<file path="src/rtl/slwrl_pkg.sv">
`timescale 1ns / 1ps
// ----------------------------------------------------------------------------
// slwrl_pkg
// Shared types and constants for the sliding window rate limiter.
// ----------------------------------------------------------------------------
package slwrl_pkg;

    localparam int MAX_GRANTS = 16;
    localparam int IDX_W      = (MAX_GRANTS > 1) ? $clog2(MAX_GRANTS) : 1;
    localparam int CNT_W      = 5;
    localparam int TIME_W     = 32;

    localparam logic [TIME_W-1:0] WINDOW_RESET = TIME_W'(1000);
    localparam logic [CNT_W-1:0]  LIMIT        = CNT_W'(MAX_GRANTS);
    localparam logic [IDX_W-1:0]  LAST_IDX     = IDX_W'(MAX_GRANTS - 1);

    localparam logic KIND_PROBE  = 1'b0;
    localparam logic KIND_RECORD = 1'b1;

    typedef struct packed {
        logic              kind;
        logic [TIME_W-1:0] time_now;
        logic [4:0]        reserved_slots;
    } in_item_t;

    typedef struct packed {
        logic              granted;
        logic [4:0]        slots_left;
        logic [TIME_W-1:0] retry_after;
    } out_item_t;

    // controller -> datapath
    typedef struct packed {
        logic load_item;
        logic pop;
        logic decide;
        logic load_result;
    } ctrl_cmd_t;

    // datapath -> controller
    typedef struct packed {
        logic ring_empty;
        logic expired;
        logic out_free;
    } dp_status_t;

    function automatic logic [IDX_W-1:0] ring_inc(input logic [IDX_W-1:0] idx);
        ring_inc = (idx == LAST_IDX) ? '0 : idx + IDX_W'(1);
    endfunction

endpackage

</file>
<file path="src/rtl/sliding_window_rate_limiter.sv">
`timescale 1ns / 1ps
// ----------------------------------------------------------------------------
// sliding_window_rate_limiter
// Sliding window log rate limiter: ring of recent grant times, pruned
// against a programmable window, with grant, free slots and retry delay.
//
//   channel  direction  handshake             payload
//   in       input      in_valid / in_stall   slwrl_pkg::in_item_t
//   out      output     out_valid / out_stall slwrl_pkg::out_item_t
//   cfg      input      cfg_valid / cfg_ready cfg_data, window length (ms)
//
// A transaction is taken from idle, then expired stamps are popped, one per
// cycle (0 to 16 of them), then the decision is made and the result reported.
// A finished result waits in the output register while the next transaction
// is taken; the report step waits only if that register is still stalled.
// Reset clears the ring occupancy and sets the window to 1000 ms; no clearing
// pass is needed, so a transaction may be taken straight after reset.
// ----------------------------------------------------------------------------
module sliding_window_rate_limiter (
    input  logic                 clk,
    input  logic                 rst_n,
    input  logic                 in_valid,
    output logic                 in_stall,
    input  slwrl_pkg::in_item_t  in_data,
    output logic                 out_valid,
    input  logic                 out_stall,
    output slwrl_pkg::out_item_t out_data,
    input  logic                 cfg_valid,
    output logic                 cfg_ready,
    input  logic [31:0]          cfg_data
);
    import slwrl_pkg::*;

    ctrl_cmd_t  cmd;
    dp_status_t status;

    assign cfg_ready = 1'b1;

    slwrl_ctrl u_ctrl (
        .clk      (clk),
        .rst_n    (rst_n),
        .in_valid (in_valid),
        .in_stall (in_stall),
        .status   (status),
        .cmd      (cmd)
    );

    slwrl_dp u_dp (
        .clk       (clk),
        .rst_n     (rst_n),
        .in_data   (in_data),
        .cfg_write (cfg_valid && cfg_ready),
        .cfg_data  (cfg_data),
        .cmd       (cmd),
        .status    (status),
        .out_valid (out_valid),
        .out_stall (out_stall),
        .out_data  (out_data)
    );

endmodule

</file>
<file path="src/rtl/slwrl_ctrl.sv">
`timescale 1ns / 1ps
// ----------------------------------------------------------------------------
// slwrl_ctrl
// Sequencer: take a transaction, prune expired stamps one per cycle,
// decide, then hand the result to the output register.
// ----------------------------------------------------------------------------
module slwrl_ctrl (
    input  logic                  clk,
    input  logic                  rst_n,
    input  logic                  in_valid,
    output logic                  in_stall,
    input  slwrl_pkg::dp_status_t status,
    output slwrl_pkg::ctrl_cmd_t  cmd
);
    import slwrl_pkg::*;

    localparam logic [1:0] ST_IDLE   = 2'd0;
    localparam logic [1:0] ST_PRUNE  = 2'd1;
    localparam logic [1:0] ST_REPORT = 2'd2;

    logic [1:0] state_reg;
    logic [1:0] state_next;

    always_ff @(posedge clk or negedge rst_n)
    begin
        if (!rst_n)
        begin
            state_reg <= ST_IDLE;
        end
        else
        begin
            state_reg <= state_next;
        end
    end

    always_comb
    begin
        state_next = state_reg;
        cmd        = '0;
        unique case (state_reg)
            ST_IDLE:
            begin
                if (in_valid)
                begin
                    cmd.load_item = 1'b1;
                    state_next    = ST_PRUNE;
                end
            end
            ST_PRUNE:
            begin
                if (!status.ring_empty && status.expired)
                begin
                    cmd.pop = 1'b1;
                end
                else
                begin
                    cmd.decide = 1'b1;
                    state_next = ST_REPORT;
                end
            end
            ST_REPORT:
            begin
                if (status.out_free)
                begin
                    cmd.load_result = 1'b1;
                    state_next      = ST_IDLE;
                end
            end
            default:
            begin
                state_next = ST_IDLE;
            end
        endcase
    end

    assign in_stall = (state_reg != ST_IDLE);

    // a transaction is taken only from idle
    a_load_from_idle: assert property (@(posedge clk) disable iff (!rst_n)
        cmd.load_item |=> state_reg == ST_PRUNE)
        else $error("item load did not start pruning");

    a_no_pop_and_decide: assert property (@(posedge clk) disable iff (!rst_n)
        !(cmd.pop && cmd.decide))
        else $error("pop and decide in the same cycle");

    a_report_follows_decide: assert property (@(posedge clk) disable iff (!rst_n)
        cmd.decide |=> state_reg == ST_REPORT)
        else $error("decide not followed by report");

endmodule

</file>
<file path="src/rtl/slwrl_dp.sv">
`timescale 1ns / 1ps
// ----------------------------------------------------------------------------
// slwrl_dp
// Datapath: stamp ring, occupancy, window register, item latch and
// output register.
// ----------------------------------------------------------------------------
module slwrl_dp (
    input  logic                  clk,
    input  logic                  rst_n,
    input  slwrl_pkg::in_item_t   in_data,
    input  logic                  cfg_write,
    input  logic [31:0]           cfg_data,
    input  slwrl_pkg::ctrl_cmd_t  cmd,
    output slwrl_pkg::dp_status_t status,
    output logic                  out_valid,
    input  logic                  out_stall,
    output slwrl_pkg::out_item_t  out_data
);
    import slwrl_pkg::*;

    logic [TIME_W-1:0] ring_reg [MAX_GRANTS];
    logic [IDX_W-1:0]  oldest_reg;
    logic [IDX_W-1:0]  oldest_next;
    logic [CNT_W-1:0]  count_reg;
    logic [CNT_W-1:0]  count_next;
    logic [TIME_W-1:0] window_reg;
    logic              out_valid_reg;
    logic              out_valid_next;
    in_item_t          item_reg;
    logic              grant_reg;
    out_item_t         out_data_reg;

    logic [TIME_W-1:0] age;
    logic [TIME_W-1:0] retry;
    logic              full;
    logic              grant_now;
    logic [CNT_W:0]    push_sum;
    logic [IDX_W-1:0]  push_idx;
    logic [CNT_W-1:0]  res_sat;
    logic [CNT_W:0]    demand;

    assign age       = item_reg.time_now - ring_reg[oldest_reg];
    assign full      = (count_reg >= LIMIT);
    assign grant_now = (item_reg.kind == KIND_RECORD) && !full;

    // write slot is oldest + count, wrapped once
    assign push_sum = (CNT_W+1)'(oldest_reg) + (CNT_W+1)'(count_reg);
    assign push_idx = (push_sum >= (CNT_W+1)'(MAX_GRANTS))
                    ? IDX_W'(push_sum - (CNT_W+1)'(MAX_GRANTS))
                    : IDX_W'(push_sum);

    assign res_sat = (item_reg.reserved_slots > LIMIT) ? LIMIT : item_reg.reserved_slots;
    assign demand  = (CNT_W+1)'(count_reg) + (CNT_W+1)'(res_sat);

    always_comb
    begin
        priority if (demand < (CNT_W+1)'(MAX_GRANTS))
            retry = '0;
        else if (count_reg == '0)
            retry = window_reg;
        else
            retry = window_reg - age;
    end

    assign status.ring_empty = (count_reg == '0);
    assign status.expired    = (age >= window_reg);
    assign status.out_free   = !out_valid_reg || !out_stall;

    always_comb
    begin
        oldest_next    = oldest_reg;
        count_next     = count_reg;
        out_valid_next = out_valid_reg;
        if (cmd.pop)
        begin
            oldest_next = ring_inc(oldest_reg);
            count_next  = count_reg - CNT_W'(1);
        end
        if (cmd.decide && grant_now)
        begin
            count_next = count_reg + CNT_W'(1);
        end
        if (out_valid_reg && !out_stall)
        begin
            out_valid_next = 1'b0;
        end
        if (cmd.load_result)
        begin
            out_valid_next = 1'b1;
        end
    end

    always_ff @(posedge clk or negedge rst_n)
    begin
        if (!rst_n)
        begin
            oldest_reg    <= '0;
            count_reg     <= '0;
            window_reg    <= WINDOW_RESET;
            out_valid_reg <= 1'b0;
        end
        else
        begin
            oldest_reg    <= oldest_next;
            count_reg     <= count_next;
            out_valid_reg <= out_valid_next;
            if (cfg_write)
            begin
                window_reg <= cfg_data;
            end
        end
    end

    always_ff @(posedge clk)
    begin
        if (cmd.load_item)
        begin
            item_reg <= in_data;
        end
        if (cmd.decide)
        begin
            grant_reg <= grant_now;
            if (grant_now)
            begin
                ring_reg[push_idx] <= item_reg.time_now;
            end
        end
        if (cmd.load_result)
        begin
            out_data_reg.granted     <= grant_reg;
            out_data_reg.slots_left  <= LIMIT - count_reg;
            out_data_reg.retry_after <= retry;
        end
    end

    assign out_valid = out_valid_reg;
    assign out_data  = out_data_reg;

    a_count_bound: assert property (@(posedge clk) disable iff (!rst_n)
        count_reg <= LIMIT)
        else $error("occupancy above limit");

    a_pop_nonempty: assert property (@(posedge clk) disable iff (!rst_n)
        cmd.pop |-> count_reg != '0)
        else $error("pop from empty ring");

    a_push_step: assert property (@(posedge clk) disable iff (!rst_n)
        cmd.decide && grant_now |=> count_reg == $past(count_reg) + CNT_W'(1))
        else $error("grant did not add a stamp");

    a_result_shown: assert property (@(posedge clk) disable iff (!rst_n)
        cmd.load_result |=> out_valid_reg)
        else $error("loaded result not presented");

endmodule
</file>
<file path="config.mk">
export PLATFORM = sky130hd
export DESIGN_NAME = sliding_window_rate_limiter
export DESIGN_NICKNAME = d
export VERILOG_FILES = /design/src/rtl/slwrl_pkg.sv /design/src/rtl/sliding_window_rate_limiter.sv /design/src/rtl/slwrl_ctrl.sv /design/src/rtl/slwrl_dp.sv
export SDC_FILE = /design/constraint.sdc
export NUM_CORES = 1
export LEC_CHECK = 0
export BUFFER_PORTS_ARGS = -buffer_cell sky130_fd_sc_hd__buf_2
export CAP_MARGIN = 30
export CORE_MARGIN = 2
export CORE_UTILIZATION = 60
export DETAILED_ROUTE_END_ITERATION = 10
export MAX_ROUTING_LAYER = met4
export PLACE_DENSITY = 0.87
export SYNTH_ARGS = -nofsm -noshare
export SYNTH_HDL_FRONTEND = slang
export SYNTH_SLANG_ARGS = --single-unit
</file>
<file path="constraint.sdc">
create_clock -name clk -period 24.7 [get_ports clk]
set_input_delay 2.47 -clock clk [delete_from_list [all_inputs] [get_ports clk]]
set_output_delay 2.47 -clock clk [all_outputs]
set_load 0.02 [all_outputs]
</file>
After elaboration in Yosys (flattened, before gate mapping)
Memory sizes are Yosys's and may differ from the RTL's. Index checks and enable logic that the tools add are counted.

Bits in registers: 121. Memories: 1. Bits in writable memories: 512.

Add/sub/neg operators: 9. Reductions and logical operators: 15. Equality and inequality tests: 6. $lt $le $gt $ge: 5. Muxes and demuxes: 22.

Memories: u_dp.ring_reg (words 16, width 32, rd ports 1, clocked after Yosys merged registers in 0, write ports 1, line slwrl_dp.sv:21) `logic [TIME_W-1:0] ring_reg [MAX_GRANTS];`.

Operators with widths (count): $sub 32x32->32 (2); $ge 32x32->1 (1); $mux 32 (1); $mux 5 (3); $mux 1 (11); $mux 2 (4); $mux 4 (2); $add 4x5->6 (1); $add 5x5->6 (1); $ge 6x5->1 const B (1); $lt 6x5->1 const B (1); $ne 2x2->1 const B (3); $pmux 2 s3 (1); $reduce_bool 2->1 (3); $add 5x1->5 const B (1); $ge 5x5->1 const B (1); $gt 5x5->1 const B (1); $logic_not 5->1 (1); $sub 5x1->5 const B (1); $sub 5x5->5 const A (1); $add 4x1->4 const B (1); $eq 4x4->1 const B (1); $logic_and 1x1->1 (4); $logic_not 1->1 (4); other kinds (6) (6).

Longest topological paths before layout
An unclocked memory read counts as a cell.

Depth after elaboration: 8. Depth in mapped cells: 31. Gate-level depth less buffers: 28.

By module
From an unflattened synthesis, not the netlist that was laid out.

Cell total of the unflattened synthesis: 1646. Area, all modules: 28099.4 µm².

By module, submodules not included: slwrl_dp (cells an instance 1630, times used 1, area an instance 27959.3 µm²); slwrl_ctrl (cells an instance 14, times used 1, area an instance 128.9 µm²); sliding_window_rate_limiter (cells an instance 2, times used 1, area an instance 11.3 µm²).

Worst setup path before layout
OpenSTA, ideal clock, no wires.

Path kind: reg2reg. From: reg u_dp.oldest_reg[0]. To: mem u_dp.ring_reg[12][0] (enable). Arrival: 8582 ps. Slack: 15657 ps. Stages on the path, launching flop included: 25. Clock period less this slack: 9043 ps. Required time: 24239 ps. Cells stage by stage: dfrtp_1 -> clkbuf_1 -> buf_2 -> buf_1 -> mux4_2 -> mux4_2 -> inv_1 -> ha_1 -> and3_1 -> a211oi_1 -> a311oi_1 -> o21bai_1 -> nand3_1 -> a21o_1 -> a21oi_1 -> xor2_1 -> ha_1 -> and2_1 -> and3_1 -> a221oi_1 -> o211ai_1 -> mux2i_1 -> nor4_4 -> nand3_1 -> nor3_1.

Longest elaborated chain between the ends: 8.

Ends and longest elaborated chain: from (decl) (line slwrl_dp.sv:22) `logic [IDX_W-1:0] oldest_reg;`; from (signal assigned) (line slwrl_dp.sv:104) `oldest_reg <= oldest_next;`; $mem_v2 16x32; $sub 32x32->32 (line slwrl_dp.sv:42) `assign age = item_reg.time_now - ring_reg[oldest_reg];`; $ge 32x32->1 (line slwrl_dp.sv:66) `assign status.expired = (age >= window_reg);`; $logic_and 1x1->1 (line slwrl_ctrl.sv:51) `if (!status.ring_empty && status.expired)`; $mux 1 (line slwrl_ctrl.sv:51); $mux 2 (line slwrl_ctrl.sv:40) `unique case (state_reg)`; $mux 1 (line slwrl_dp.sv:120) `if (cmd.decide)`; $mux 1 (implied by the code) (line slwrl_dp.sv:125) `ring_reg[push_idx] <= item_reg.time_now;`; to (decl) (line slwrl_dp.sv:21).

Parallel ways exist; a longest one is shown, timed or not.

Final worst setup path
From: reg u_dp.oldest_reg[1]. To: mem u_dp.ring_reg[4][20] (enable).

Same word-level chain as after synthesis.

==> metrics.csv <==
metric;value;unit
status;finished, final reports clean;
coreArea;0.04519;mm^2
final_cell_mix;edfxtp_1 (589), mux4_2 (160), buf_2 (114);
worstPathRequired;24980;ps
antenna_found_initial;1;
relSlewSlack;33.02;%
via_count;15310;
die_w;217.4;um
post_cts_buffers;0;
min_to;u_dp.out_data[37];
die_h;217.4;um
min_from;u_dp.grant_reg;
grt_use_total;29.49;%
finClkSkew;60.81;ps
viasPerCell;6.587;
grt_setup_unrepaired;no;
syn-cell-area;0.02733;mm^2
reg2reg_slack;15220;ps
layout_commonest_cell;edfxtp_1;
min_path_type;reg2reg;
arrival;9770;ps
port_buffers;114;
drcViolationCount;0;
wirelength;65970;um
ys_seq_area_share;68.78;%
r2r_end;u_dp.ring_reg[4][20];
drt-initial-drc-count;2072;
post-dp-hpwl;41290;um
synth_nets;1675;
nets;1830;
grt_max_degree;72;
yosys_most_used_dff;edfxtp_1;
max_freq;0.1054;GHz
clock_sinks;633;
synth_async_sr_flop_share;6.951;%
worstHoldPathCells;0;
drv_slew;0;
startpoint_type;register;
clock-root-buffer;clkbuf_16;
synth.distinct_cells;66;
largest_register_ffs;512;
maxCapViolCount;0;
period_minus_slack;9484;ps
clk_latency;670;ps
grt_pass1_vias;15090;
r2r_start;u_dp.oldest_reg[1];
setup_viol;0;
clkTransAtPathRegs;70;ps
cts_buffers;60;
hold_buffers;0;
rows;78;
routedWlPerCell;28.37;um
fillers;2711;
worstMarginPinSlew;1005;ps
die_area;0.04727;mm^2
cts.path.max_buffers;3;
cts_tree;done;
ys_ff_latch;633;
grt_overflow_total;0;
grt_pass1_wl;98780;um
syn2layout_area_growth;13.86;%
gp_congestion;0.9382;
synth-edff-count;589;
rr_worst_depth;25;
start_util;60.48;%
htreeDepth;2;
yosysWarnings;0;
drive_gt1_share;27.90;%
firstDrtPassIters;5;
cts_resized;0;
worstPathMaxFanout;65;
ant_nets;0;
setup_tns;0;ps
pin_count;116;
criticalPathCategory;reg2reg;
hold_viol;0;
period_share;38.40;%
utilization;68.87;%
avgSynthCellArea;17.99;um^2
setup.worst_path.end_class;register;
holdWs;435.1;ps
synthCells;1519;
[layer usage]
layer  global-route usage, %  vias up  routed length [um]
met5                       -        -                   0
met4                   7.991        0                1501
met3                   3.905       97                6663
met2                   45.41     1039               31740
met1                   42.38     7780               26060
li1                        -     6398                   -
[kinds of logic after synthesis]
kind of cell / share of synthesized area [%]
flip-flops: 68.78
AND/OR/NAND/NOR: 3.800
AO/OA/AOI/OAI: 5.023
multiplexers: 14.83
buffers and inverters: 1.589
adder cells (fa/ha/maj): 3.818
XOR/XNOR: 2.147
other: 0.01372
[worst max-delay path by stage]
stage	from	endpoint	cells past startpoint
finish	u_dp.oldest_reg[1]	u_dp.ring_reg[4][20]	25
global route	u_dp.oldest_reg[0]	u_dp.ring_reg[4][20]	24
CTS	u_dp.oldest_reg[0]	u_dp.ring_reg[14][26]	23
detailed placement	u_dp.oldest_reg[0]	u_dp.ring_reg[14][13]	22
global placement	u_dp.oldest_reg[0]	u_dp.ring_reg[11][27]	22
floorplan	u_dp.oldest_reg[0]	u_dp.ring_reg[12][0]	24
[worst max-delay path, stage by stage (launching register included)]
cell and delay (ps):
dfrtp_4 1030, buf_4 340, buf_16 340, mux4_2 400, mux4_2 480, inv_1 90
ha_1 300, and3_1 230, a221oi_1 420, o21ai_0 260, a21bo_2 260, o21bai_1 240
nand3_1 190, a21o_1 210, a21oi_1 190, xor2_1 100, ha_1 370, and2_1 250
and3_1 260, a221oi_1 100, o211ai_1 420, mux2i_1 360, nor4_4 630, nand3_1 450
nor3_2 530, buf_4 480
[cells in the mapped netlist, types with 7 or more instances]
cell	count	area share, %
nor2b_1	13	0.30
clkbuf_1	35	0.48
a21o_1	29	0.80
mux4_2	160	13
o21ai_0	35	0.64
edfxtp_1	589	65
o22ai_1	9	0.21
nor2_1	56	0.77
a31oi_1	10	0.23
a211oi_1	12	0.33
dfrtp_1	38	3.5
ha_1	77	3.5
o21bai_1	8	0.22
inv_1	58	0.80
buf_1	18	0.25
a21oi_1	64	1.2
xor2_1	24	0.77
and2_1	7	0.16
mux2_2	32	1.3
nor3_1	9	0.16
nand2_1	61	0.84
nand2b_1	12	0.27
and3_1	9	0.21
nand3_1	18	0.33
xnor2_1	43	1.4
nand4_1	10	0.23
[cell type report]
| class | count | area [um^2] | share of cell area [%] |
|---|---|---|---|
| timing repair buffer | 149 | 1091 | 3.506 |
| sequential | 633 | 18810 | 60.43 |
| inverter | 58 | 217.7 | 0.6996 |
| clock buffer | 72 | 1546 | 4.970 |
| tap | 600 | 750.7 | 2.413 |
| antenna | 1 | 2.502 | 0.008042 |
| clock inverter | 40 | 469.2 | 1.508 |
| multi-input combinational | 772 | 8234 | 26.46 |
[through the flow]
stage	instances	setup WS (ps)	cell area [um^2]
global route	2325	14760	31120
CTS	2317	14990	30950
finish	2325	15220	31120
global placement	2195	15330	28710
detailed placement	2205	15090	28940
floorplan	1519	15660	27330
Power is not shown: default switching activity piles up to over one toggle a cycle in this logic, so the estimate is an artifact.
